[config.mk]
export PLATFORM = sky130hd
export DESIGN_NAME = mbe_ctrl
export DESIGN_NICKNAME = d
export VERILOG_FILES = /design/src/rtl/core/mbe_pkg.sv /design/src/rtl/core/mbe_ctrl.sv
export SDC_FILE = /design/constraint.sdc
export NUM_CORES = 1
export LEC_CHECK = 0
export BUFFER_PORTS_ARGS = -buffer_cell sky130_fd_sc_hd__clkbuf_2
export CORE_AREA = 2 2 39 41
export CTS_CLUSTER_SIZE = 14
export DETAILED_ROUTE_END_ITERATION = 10
export DIE_AREA = 0 0 41 43
export HOLD_SLACK_MARGIN = 0.12
export SYNTH_ARGS = -nofsm -noshare
export SYNTH_HDL_FRONTEND = slang
export SYNTH_SLANG_ARGS = --single-unit
[constraint.sdc]
create_clock -name clock -period 1.16 [get_ports clock]
set_input_delay 0.058 -clock clock [delete_from_list [all_inputs] [get_ports clock]]
set_output_delay 0.058 -clock clock [all_outputs]
set_load 0.02 [all_outputs]
[src/rtl/core/mbe_pkg.sv]
// Package for the escape-time block: fixed-point widths, cutoff reset value,
// controller states and the command/status bundles between controller and datapath.
// No dependencies.
`default_nettype none

package mbe_pkg;

   // Fixed-point format of c and z
   localparam int FRAC_BITS = 28;
   localparam int C_W       = 32;
   // z stays below 16 in magnitude while it is still iterated
   localparam int Z_W       = FRAC_BITS + 5;
   localparam int P_W       = 2 * Z_W;
   localparam int S_W       = P_W + 1;
   localparam int CNT_W     = 16;

   // Escape radius squared (4.0) with 2*FRAC_BITS fraction bits
   localparam logic [S_W-1:0] RADIUS_SQ = S_W'(1) << (2 * FRAC_BITS + 2);

   localparam logic [CNT_W-1:0] MAX_ITER_RESET = CNT_W'(100);

   typedef enum logic [1:0] {
      ST_IDLE,
      ST_MUL,
      ST_UPD,
      ST_HOLD
   } state_type;

   typedef struct packed {
      logic start;     // load c, clear z, count to one
      logic mul;       // capture the three products
      logic step;      // write z = z^2 + c, count up
      logic load_out;  // copy count into the result register
   } cmd_type;

   typedef struct packed {
      logic go_on;     // below cutoff and still inside the radius
   } status_type;

endpackage

`default_nettype wire

[src/rtl/core/mbe_ctrl.sv]
// Controller of the escape-time block: sequences multiply and update cycles,
// owns the input stall and the result valid. Depends on mbe_pkg.
`default_nettype none

module mbe_ctrl (
   input  wire                      clock,
   input  wire                      reset,
   input  wire                      req_valid,
   output logic                     req_stall,
   output logic                     rsp_valid,
   input  wire                      rsp_stall,
   input  wire mbe_pkg::status_type status,
   output mbe_pkg::cmd_type         cmd
);
   import mbe_pkg::*;

   state_type state_ff, state_in;
   logic      rsp_valid_ff, rsp_valid_in;
   logic      out_free;

   always_ff @(posedge clock) begin
      if (reset) begin
         state_ff     <= ST_IDLE;
         rsp_valid_ff <= 1'b0;
      end else begin
         state_ff     <= state_in;
         rsp_valid_ff <= rsp_valid_in;
      end
   end

   // Next state and commands
   always_comb begin
      out_free = !rsp_valid_ff || !rsp_stall;
      state_in = state_ff;
      cmd      = '0;
      unique case (state_ff)
         ST_IDLE: begin
            if (req_valid) begin
               cmd.start = 1'b1;
               state_in  = ST_MUL;
            end
         end
         ST_MUL: begin
            cmd.mul  = 1'b1;
            state_in = ST_UPD;
         end
         ST_UPD: begin
            if (status.go_on) begin
               cmd.step = 1'b1;
               state_in = ST_MUL;
            end else if (out_free) begin
               cmd.load_out = 1'b1;
               state_in     = ST_IDLE;
            end else begin
               state_in = ST_HOLD;
            end
         end
         ST_HOLD: begin
            if (out_free) begin
               cmd.load_out = 1'b1;
               state_in     = ST_IDLE;
            end
         end
         default: begin
            state_in = ST_IDLE;
         end
      endcase
   end

   // Set valid on a new result, drop it once taken
   always_comb begin
      if (cmd.load_out) begin
         rsp_valid_in = 1'b1;
      end else if (!rsp_stall) begin
         rsp_valid_in = 1'b0;
      end else begin
         rsp_valid_in = rsp_valid_ff;
      end
   end

   assign req_stall = (state_ff != ST_IDLE);
   assign rsp_valid = rsp_valid_ff;

endmodule

`default_nettype wire
Yosys cells after proc, flatten, opt, wreduce, memory -nomap -nowiden
Index checks and enable logic that the tools add are counted.
{"block": "word_totals", "reg_bits": 3, "latchBits": 0, "ramBits": 0, "rom_bits": 0, "mem_count": 0}
{"block": "classes", "addsub": 0, "multipliers": 0, "div_mod_pow": 0, "magnitude_cmp": 0, "n_eq_ne": 6, "n_shift": 0, "n_mux": 15, "bitwise_logic": 0, "reduce_logical": 6}
{"cell": "$mux 1", "n": 9}
{"cell": "$mux 2", "n": 4}
{"cell": "$pmux 2 s4", "n": 1}
{"cell": "$eq 2x2->1 const B", "n": 2}
{"cell": "$ne 2x2->1 const B", "n": 2}
{"cell": "$eq 2x1->1 const B", "n": 1}
{"cell": "$logic_not 1->1", "n": 2}
{"cell": "$logic_not 2->1", "n": 1}
{"cell": "$ne 2x1->1 const B", "n": 1}
{"cell": "$pmux 1 s2", "n": 1}
{"cell": "$reduce_and 2->1", "n": 1}
{"cell": "$reduce_bool 2->1", "n": 1}
{"cell": "$logic_or 1x1->1", "n": 1}

Longest topological paths before layout
Gate-level depths: netlist (run 1).
{"block": "logic_depth", "ltp_word": 6, "ltp_mapped": 4}

Worst setup path before layout (run 1)
No wires, ideal clock.
{"block": "synth_timing", "kind": "register -> output", "start": "register state_ff[0]", "end": "output port cmd[3] in the netlist's numbering", "arrival_ps": 999, "slack_ps": 103, "path_stages_with_launch": 3, "path_cell_list": "dfxtp_1 or2_2 nor2_1"}
{"element": "start, declared", "line_no": "mbe_ctrl.sv:17", "source": "state_type state_ff, state_in;"}
{"element": "start signal, assigned", "line_no": "mbe_ctrl.sv:26", "source": "state_ff <= state_in;"}
{"element": "end, declared", "line_no": "mbe_ctrl.sv:13", "source": "output mbe_pkg::cmd_type cmd"}

==> results by group, run 1 <==
Critical path
  – CP Class: reg -> out
  – CP Max Fanout: 8
  – Path depth of the worst reg2reg path: 2
  – Critical Path AT: 1.05 ns
  – CP startpoint: state_ff[1]
  – Critical Path End Type: primary output
  – Critical Path Source Type: flop
  – Reg2reg end: state_ff[0]
  – Crit path to: cmd[3]
  – Register-to-Register Setup Slack: 0.31 ns
  – Worst EP required: 1.10 ns
  – R2r startpoint: state_ff[1]

Layout
  – Layout fillers: 163
  – Ratio of cells with drive above 1 in the final layout: 61.8%
  – P&R area growth vs syn: 81.2%
  – Most frequent cells in the layout: clkbuf_2, a21oi_1, clkbuf_4
  – Most common cell after layout, fill and taps aside: clkbuf_2
  – Filler-free cell count of the finished design: 50
  – # nets final: 40
  – Diode count: 0

Global routing
  – Largest net degree at the start of global routing: 9
  – Initial antenna violation count: 0
  – Overflow after GRT: 0
  – Tot GR Track Use: 6.21%
  – First-pass GRT wire length: 621 µm
  – Vias in the first global route: 181

Clocking
  – Num CTS Buffers: 3
  – Worst-skew pair later-pin latency: 0.23 ns
  – Clock Tree Buf Depth: 2
  – Clock Pin Slew Worst Setup and Hold Paths: 0.04 ns
  – CTS tree: built
  – CTS H-tree depth: 1
  – # clock sinks: 3
  – Root buf cell: clkbuf_4

Drt
  – Post-detailed-routing wire length: 419 µm
  – Wire length per cell: 8.38 µm
  – Detailed Route Iter0 Violations: 3
  – Antenna Violating Nets Remaining: 0
  – Vias per cell: 3.70
  – DR pass1 iterations: 4
  – DR vias: 185
  – DRC: 0

Timing
  – Period minus WS final: 1.10 ns
  – Max Transition Viols Final: 0
  – Final Hold Violating Endpoints: 0
  – Setup Skew: 0.00156 ns
  – RSZ-0062 raised after global routing: no
  – Slew margin rel.: 88.0%
  – Final worst-path cycle share: 95.2%
  – # setup viols final: 0
  – Worst-margin pin slew: 0.175 ns
  – Fmax: 906 MHz
  – Setup tns final: 0 ns

Run
  – Total of max-cap violations: 0

Run status
  – Outcome: finished clean

Power
  – Switch share: 27.6%
  – Pwr/cell area: 1300 mW/mm²
  – Switch Pwr: 108 µW
  – Clock power frac: 47.0%
  – Maximum VDD drop: 234 µV
  – Gate power share: 22.8%
  – Sequential share of power: 30.2%
  – Leak: 0.000137 µW
  – P_int: 283 µW

Die
  – Core region area: 0.00138 mm²
  – Row cnt: 14
  – Initial Util: 12.0%
  – Die Area: 0.00176 mm²
  – Die W: 41 µm
  – Die Height: 43 µm
  – I/O pin total: 11

Place
  – PortBufs: 10
  – Routability cong.: 0.567
  – Post-detail-place hpwl: 273 µm
  – Dpl cells: 44

Synth
  – Post-Syn Nets: 24
  – Mapped cell area: 166 µm²
  – Syn Area/Cell: 8.76 µm²
  – Yosys warning count: 0
  – Synthesized instance count: 19
  – Netlist cell types: 14
  – Sequential area share after synthesis: 36.1%
  – Count of state elements after synthesis: 3

Worst hold path
  – Worst min path class: in -> reg
critical path: stages, from the launching register on:
cell and delay (ns):
dfxtp_2 0.35, or2_4 0.25, nor2_4 0.10, buf_6 0.11
how the worst min path moves through the flow:
stage / depth (start not counted) / slack (ns) / start / end
after global placement: 2 / 0.28 / reset / rsp_valid
after global routing: 3 / 0.15 / rsp_stall / state_ff[0]
after detailed placement: 2 / 0.29 / reset / rsp_valid
final: 3 / 0.15 / rsp_stall / state_ff[1]
after floorplan: 1 / 0.13 / reset / rsp_valid
after CTS: 3 / 0.14 / rsp_stall / state_ff[0]
kinds of logic (layout without fill, tap and decap cells):
logic type,Yosys count,in the layout,synth area share [%]
flops,3,3,36.1
mux,1,1,6.02
simple gates,6,6,22.6
buf+inv,3,18,9.03
compound gates,6,6,26.3
through the flow:
stage / hold WS, ns / power, µW / worst slack, ns / instance area [µm²] / utilization, %
2_1_floorplan: 0.127 / 164 / 0.103 / 166 / -
3_3_place_gp: 0.283 / 187 / 0.199 / 229 / 16.5
3_5_place_dp: 0.287 / 187 / 0.196 / 229 / 16.5
4_1_cts: 0.144 / 393 / 0.0102 / 283 / 20.4
5_1_grt: 0.146 / 426 / 0.000449 / 302 / 21.8
6_report: 0.148 / 392 / 0.0561 / 302 / 21.8
layout make-up:
| class | instances | area [µm²] | area share, % |
|---|---|---|---|
| Clock buffer | 4 | 26.3 | 8.71 |
| Sequential cell | 3 | 65.1 | 21.6 |
| Multi-Input combinational cell | 13 | 106 | 35.3 |
| Inverter | 2 | 7.51 | 2.49 |
| Tap cell | 16 | 20.0 | 6.64 |
| Timing Repair Buffer | 12 | 76.3 | 25.3 |
state kept, by name (all words and copies together) (netlist names):
| register | flops |
|---|---|
| rsp_valid | 1 |
| state_ff | 2 |
Yosys cell counts, drive strengths merged:
library cell | n | area share, %
a211oi | 1 | 4.5
a21oi | 3 | 9.0
and2b | 1 | 5.3
buf | 1 | 4.5
dfxtp | 3 | 36
inv | 2 | 4.5
mux2i | 1 | 6.0
nand2 | 1 | 2.3
nor2 | 1 | 2.3
nor3b | 1 | 4.5
o21ai | 1 | 3.0
o32ai | 1 | 9.8
or2 | 1 | 3.8
or2b | 1 | 4.5
power groups by stage:
stage | sequential (µW) | clock (µW) | combinational (µW)
4_1_cts | 118 | 196 | 79.7
5_1_grt | 119 | 210 | 97.0
3_5_place_dp | 120 | 0 | 67.0
3_3_place_gp | 120 | 0 | 66.8
2_1_floorplan | 120 | 0 | 44.2
6_report | 118 | 184 | 89.3
what timing repair did:
item,CTS,global route
pin swaps,1,0
hold buffers,1,0
buffers inserted,1,0
endpoints found under the hold margin,3,0
endpoints found under the setup margin,2,3
gates resized for setup,5,9
metal layers:
metal  share of wire, %  routed length [µm]  track usage, %
met5                  0                   0               0
met1                 36                 149            3.19
met4                  0                   0            8.00
met3                7.9                  33            6.28
met2                 56                 236            8.75
Power figures use the tool's default switching activity.
==> run 2, diff against run 1 <==
==> constraint.sdc (replaced) <==
create_clock -name clock -period 1.4 [get_ports clock]
set_input_delay 0.07 -clock clock [delete_from_list [all_inputs] [get_ports clock]]
set_output_delay 0.07 -clock clock [all_outputs]
set_load 0.02 [all_outputs]
==> run 2 against run 1 <==
Final cell count down 2.0%. Critical path type unchanged. Clock skew down 0.0014 ns. Wire length is 14% lower. Design area fell by 12%. Non-clock buffer count decreased by 1.
==> results by group, run 2 (synthesis gave the netlist of run 1 again) <==
Run status
  – Outcome: finished clean

Die
  – Core region area: 0.00138 mm²
  – Initial Util: 12.0%
  – I/O pin total: 11
  – Die Area: 0.00176 mm²
  – Die W: 41 µm
  – Row cnt: 14
  – Die Height: 43 µm

Drt
  – DRC: 0
  – DR pass1 iterations: 1
  – Vias per cell: 3.61
  – Detailed Route Iter0 Violations: 0
  – Wire length per cell: 7.35 µm
  – DR vias: 177
  – Antenna Violating Nets Remaining: 0
  – Post-detailed-routing wire length: 360 µm

Layout
  – Most frequent cells in the layout: clkbuf_2, a21oi_1, clkbuf_4, dfxtp_1, inv_1
  – Diode count: 0
  – # nets final: 39
  – P&R area growth vs syn: 59.4%
  – Layout fillers: 157
  – Max FFs per register: 2
  – Biggest register: state_ff
  – Most common cell after layout, fill and taps aside: clkbuf_2
  – Ratio of cells with drive above 1 in the final layout: 48.5%

Timing
  – Final WS setup: 0.193 ns
  – RSZ-0062 raised after global routing: no
  – Hold_ws: 0.156 ns
  – Setup Skew: 0.000164 ns
  – Max Transition Viols Final: 0
  – Fmax: 828 MHz
  – # setup viols final: 0
  – Worst-margin pin slew: 0.230 ns
  – Period minus WS final: 1.21 ns
  – Slew margin rel.: 84.5%
  – Setup tns final: 0 ns
  – Final Hold Violating Endpoints: 0
  – Final worst-path cycle share: 86.2%

Place
  – Routability cong.: 0.571
  – PortBufs: 10
  – Post-Place Setup Slack: 0.432 ns

Run
  – Total of max-cap violations: 0

Clocking
  – Worst-skew pair later-pin latency: 0.23 ns
  – Num CTS Buffers: 3
  – Root buf cell: clkbuf_4
  – CTS tree: built
  – # clock sinks: 3
  – CTS H-tree depth: 1
  – Clock Tree Buf Depth: 2
  – Clock Pin Slew Worst Setup and Hold Paths: 0.04 ns

Critical path
  – Worst EP required: 1.33 ns
  – CP Max Fanout: 8
  – Critical Path Source Type: flop
  – Critical Path AT: 1.14 ns
  – Critical Path End Type: primary output
  – CP Class: reg -> out

Global routing
  – Largest net degree at the start of global routing: 9
  – Initial antenna violation count: 0
  – Tot GR Track Use: 4.52%
  – Vias in the first global route: 152
  – First-pass GRT wire length: 469 µm
  – Overflow after GRT: 0

Power
  – Maximum VDD drop: 214 µV
  – Leak: 0.000124 µW
  – Pwr/cell area: 1150 mW/mm²

Worst hold path
  – Worst min path class: in -> reg
==> run 2: worst max-delay path: stages (launching register included) <==
cell,delay [ns]
dfxtp_1,0.36
or2_2,0.30
nor2_1,0.08
clkbuf_2,0.17
==> run 2: metal layers <==
layer | part of all wire, % | GRT usage [%] | wire length [µm] | vias up
met1 | 41 | 3.55 | 146 | 75
met2 | 49 | 5.94 | 177 | 7
li1 | - | - | - | 95
met3 | 10 | 3.14 | 36 | 0
met4 | 0 | 6.00 | 0 | 0
met5 | 0 | 0 | 0 | -
==> run 2: repair_timing <==
item	in CTS	in global routing
resized for setup	0	0
setup buffers	0	0
hold buffers	1	0
hold endpoints to repair	3	0
setup endpoints to repair	0	0
==> run 2: final timing paths <==
kind	start	to	slack, ns	depth (start not counted)
max	state_ff[1]	cmd[3]	0.19	3
min	rsp_stall	state_ff[0]	0.16	3
max reg2reg	state_ff[1]	state_ff[0]	0.51	2
min reg2reg	rsp_valid	rsp_valid	0.54	2
==> run 2: cell type report <==
| class | instances | area, µm² | share of cell area (%) |
|---|---|---|---|
| clock buffer | 4 | 26.3 | 9.91 |
| inverter | 2 | 7.51 | 2.83 |
| multi-input combinational | 13 | 91.3 | 34.4 |
| sequential | 3 | 60.1 | 22.6 |
| tap | 16 | 20.0 | 7.55 |
| timing repair buffer | 11 | 60.1 | 22.6 |
==> run 2: stage by stage <==
| step | utilization (%) | total power, µW | instance area, µm² | std cells |
|---|---|---|---|---|
| 6_report | 19.2 | 304 | 265 | 49 |
| 5_1_grt | 19.2 | 325 | 265 | 49 |
| 4_1_cts | 19.2 | 316 | 265 | 49 |
| 3_5_place_dp | 16.5 | 156 | 229 | 44 |
| 3_3_place_gp | 16.5 | 155 | 229 | 44 |
| 2_1_floorplan | - | 136 | 166 | 19 |
==> run 2: where the power goes <==
| group | leakage, µW | switching [µW] | internal [µW] |
|---|---|---|---|
| registers | 0.0000246 | 6.83 | 91.2 |
| clock network | 0.0000150 | 42.0 | 107 |
| logic | 0.0000848 | 31.5 | 26.1 |
==> run 3, diff against run 2 <==
--- a/config.mk
+++ b/config.mk
@@ -11,6 +11,7 @@
 export DETAILED_ROUTE_END_ITERATION = 10
 export DIE_AREA = 0 0 41 43
 export HOLD_SLACK_MARGIN = 0.12
+export PLACE_DENSITY_LB_ADDON = 0.05
 export SYNTH_ARGS = -nofsm -noshare
 export SYNTH_HDL_FRONTEND = slang
 export SYNTH_SLANG_ARGS = --single-unit
==> run 3 against run 2 <==
Largest power group unchanged. Non-clock buffer count unchanged. First-iteration DRC count up 3. Global-route usage grew 1.8 points. Critical path type unchanged. Clock skew up 0.0036 ns. Hold slack improved by 0.00082 ns.
==> results by group, run 3 (synthesis gave the netlist of run 1 again) <==
Layout
  – Area of the multi-input gates: 91.3 µm²
  – P&R area growth vs syn: 59.4%
  – Post-route cell area: 265 µm²
  – # nets final: 39
  – Max FFs per register: 2
  – Ratio of cells with drive above 1 in the final layout: 48.5%
  – Final Util: 19.2%
  – Most common cell after layout, fill and taps aside: clkbuf_2
  – Most frequent cells in the layout: clkbuf_2, a21oi_1, clkbuf_4, dfxtp_1, inv_1
  – Sequential cell area: 60.1 µm²
  – Biggest register: state_ff
  – Diode count: 0
  – Layout fillers: 162

Die
  – Die W: 41 µm
  – Row cnt: 14
  – Initial Util: 12.0%
  – I/O pin total: 11
  – Die Height: 43 µm
  – Core region area: 0.00138 mm²
  – Die Area: 0.00176 mm²

Critical path
  – Crit-path leading delay family: simple AND/OR/NAND/NOR gates
  – CP Cell Sequence: or2_2, nor2_1, clkbuf_2
  – CP Class: reg -> out
  – CP max stage delay: 0.37 ns
  – Buf/Inv on CP: 1
  – Worst EP required: 1.33 ns
  – Critical Path AT: 1.16 ns
  – Worst path slowest cell: dfxtp_1
  – Critical Path End Type: primary output
  – CP Max Fanout: 8
  – Critical Path Source Type: flop

Power
  – Maximum VDD drop: 220 µV
  – Leak: 0.000124 µW
  – Pwr/cell area: 1170 mW/mm²
  – Tot Pwr: 310 µW

Drt
  – DRC: 0
  – Detailed Route Iter0 Violations: 3
  – DR vias: 181
  – DR pass1 iterations: 2
  – Vias per cell: 3.69
  – Wire length per cell: 8.43 µm
  – Post-detailed-routing wire length: 413 µm
  – Antenna Violating Nets Remaining: 0

Worst hold path
  – Worst min path class: in -> reg

Clocking
  – Clock Tree Buf Depth: 2
  – Hold-fix buffers, CTS: 1
  – Post-CTS Setup Bufs: 0
  – Root buf cell: clkbuf_4
  – Worst-skew pair later-pin latency: 0.23 ns
  – CTS H-tree depth: 1
  – Num CTS Buffers: 3
  – CTS tree: built
  – Post-CTS sizing: 0
  – # clock sinks: 3
  – Clock Pin Slew Worst Setup and Hold Paths: 0.04 ns

Timing
  – RSZ-0062 raised after global routing: no
  – Max Transition Viols Final: 0
  – Final worst-path cycle share: 87.9%
  – Final Hold Violating Endpoints: 0
  – Setup Skew: 0.00378 ns
  – Setup tns final: 0 ns
  – # setup viols final: 0
  – Fmax: 812 MHz
  – Period minus WS final: 1.23 ns
  – Worst-margin pin slew: 0.240 ns
  – Slew margin rel.: 84.0%

Place
  – PortBufs: 10
  – Routability cong.: 0.579
  – Placed cell area: 229 µm²
  – Post-detail-place hpwl: 318 µm

Run
  – Total of max-cap violations: 0

Global routing
  – Largest net degree at the start of global routing: 9
  – Vias in the first global route: 161
  – Tot GR Track Use: 6.33%
  – Initial antenna violation count: 0
  – Overflow after GRT: 0
  – First-pass GRT wire length: 621 µm

Run status
  – Outcome: finished clean
run 3: cell counts in the layout (fill, tap and decap cells not counted):
No cell type changed its count.
run 3: layout make-up:
cell class | instances | area share [%]
Clock buffer | 4 | 9.91
Inverter | 2 | 2.83
Multi-Input combinational cell | 13 | 34.4
Sequential cell | 3 | 22.6
Tap cell | 16 | 7.55
Timing Repair Buffer | 11 | 22.6
run 3: routing by layer:
metal  up-vias  GRT usage, %  routed length [µm]
li1         93             -                   -
met1        81          5.14                 157
met2         7          8.13                 206
met3         0          3.14                  49
met4         0          10.0                   0
met5         -             0                   0
run 3: stage by stage:
stage	hold slack, ns	setup slack, ns	std cells
after floorplan	0.139	0.331	19
after global placement	0.310	0.418	44
after detailed placement	0.304	0.414	44
after CTS	0.155	0.153	49
after global routing	0.194	0.0115	49
final	0.157	0.169	49
run 3: worst paths after layout:
| kind | from | end | slack, ns | cells past startpoint |
|---|---|---|---|---|
| worst max-delay path | state_ff[1] | cmd[3] | 0.17 | 3 |
| worst max register to register | state_ff[1] | state_ff[0] | 0.49 | 2 |
| worst min register to register | rsp_valid | rsp_valid | 0.55 | 2 |
| worst min-delay path | rsp_stall | state_ff[0] | 0.16 | 3 |
run 3: tightest hold or removal path, delay by kind of cell:
kind	cells	cell delay [ns]
and+or+nand+nor	1	0.09
AOI/OAI and AO/OA	1	0.09
buffers and inverters	1	0.09
run 3: report_power, final:
group          internal [µW]  switching [µW]  total, µW  leakage [µW]
clock network            107            46.3        153     0.0000150
logic                   26.1            31.9       58.0     0.0000848
registers               91.1            7.47       98.6     0.0000246
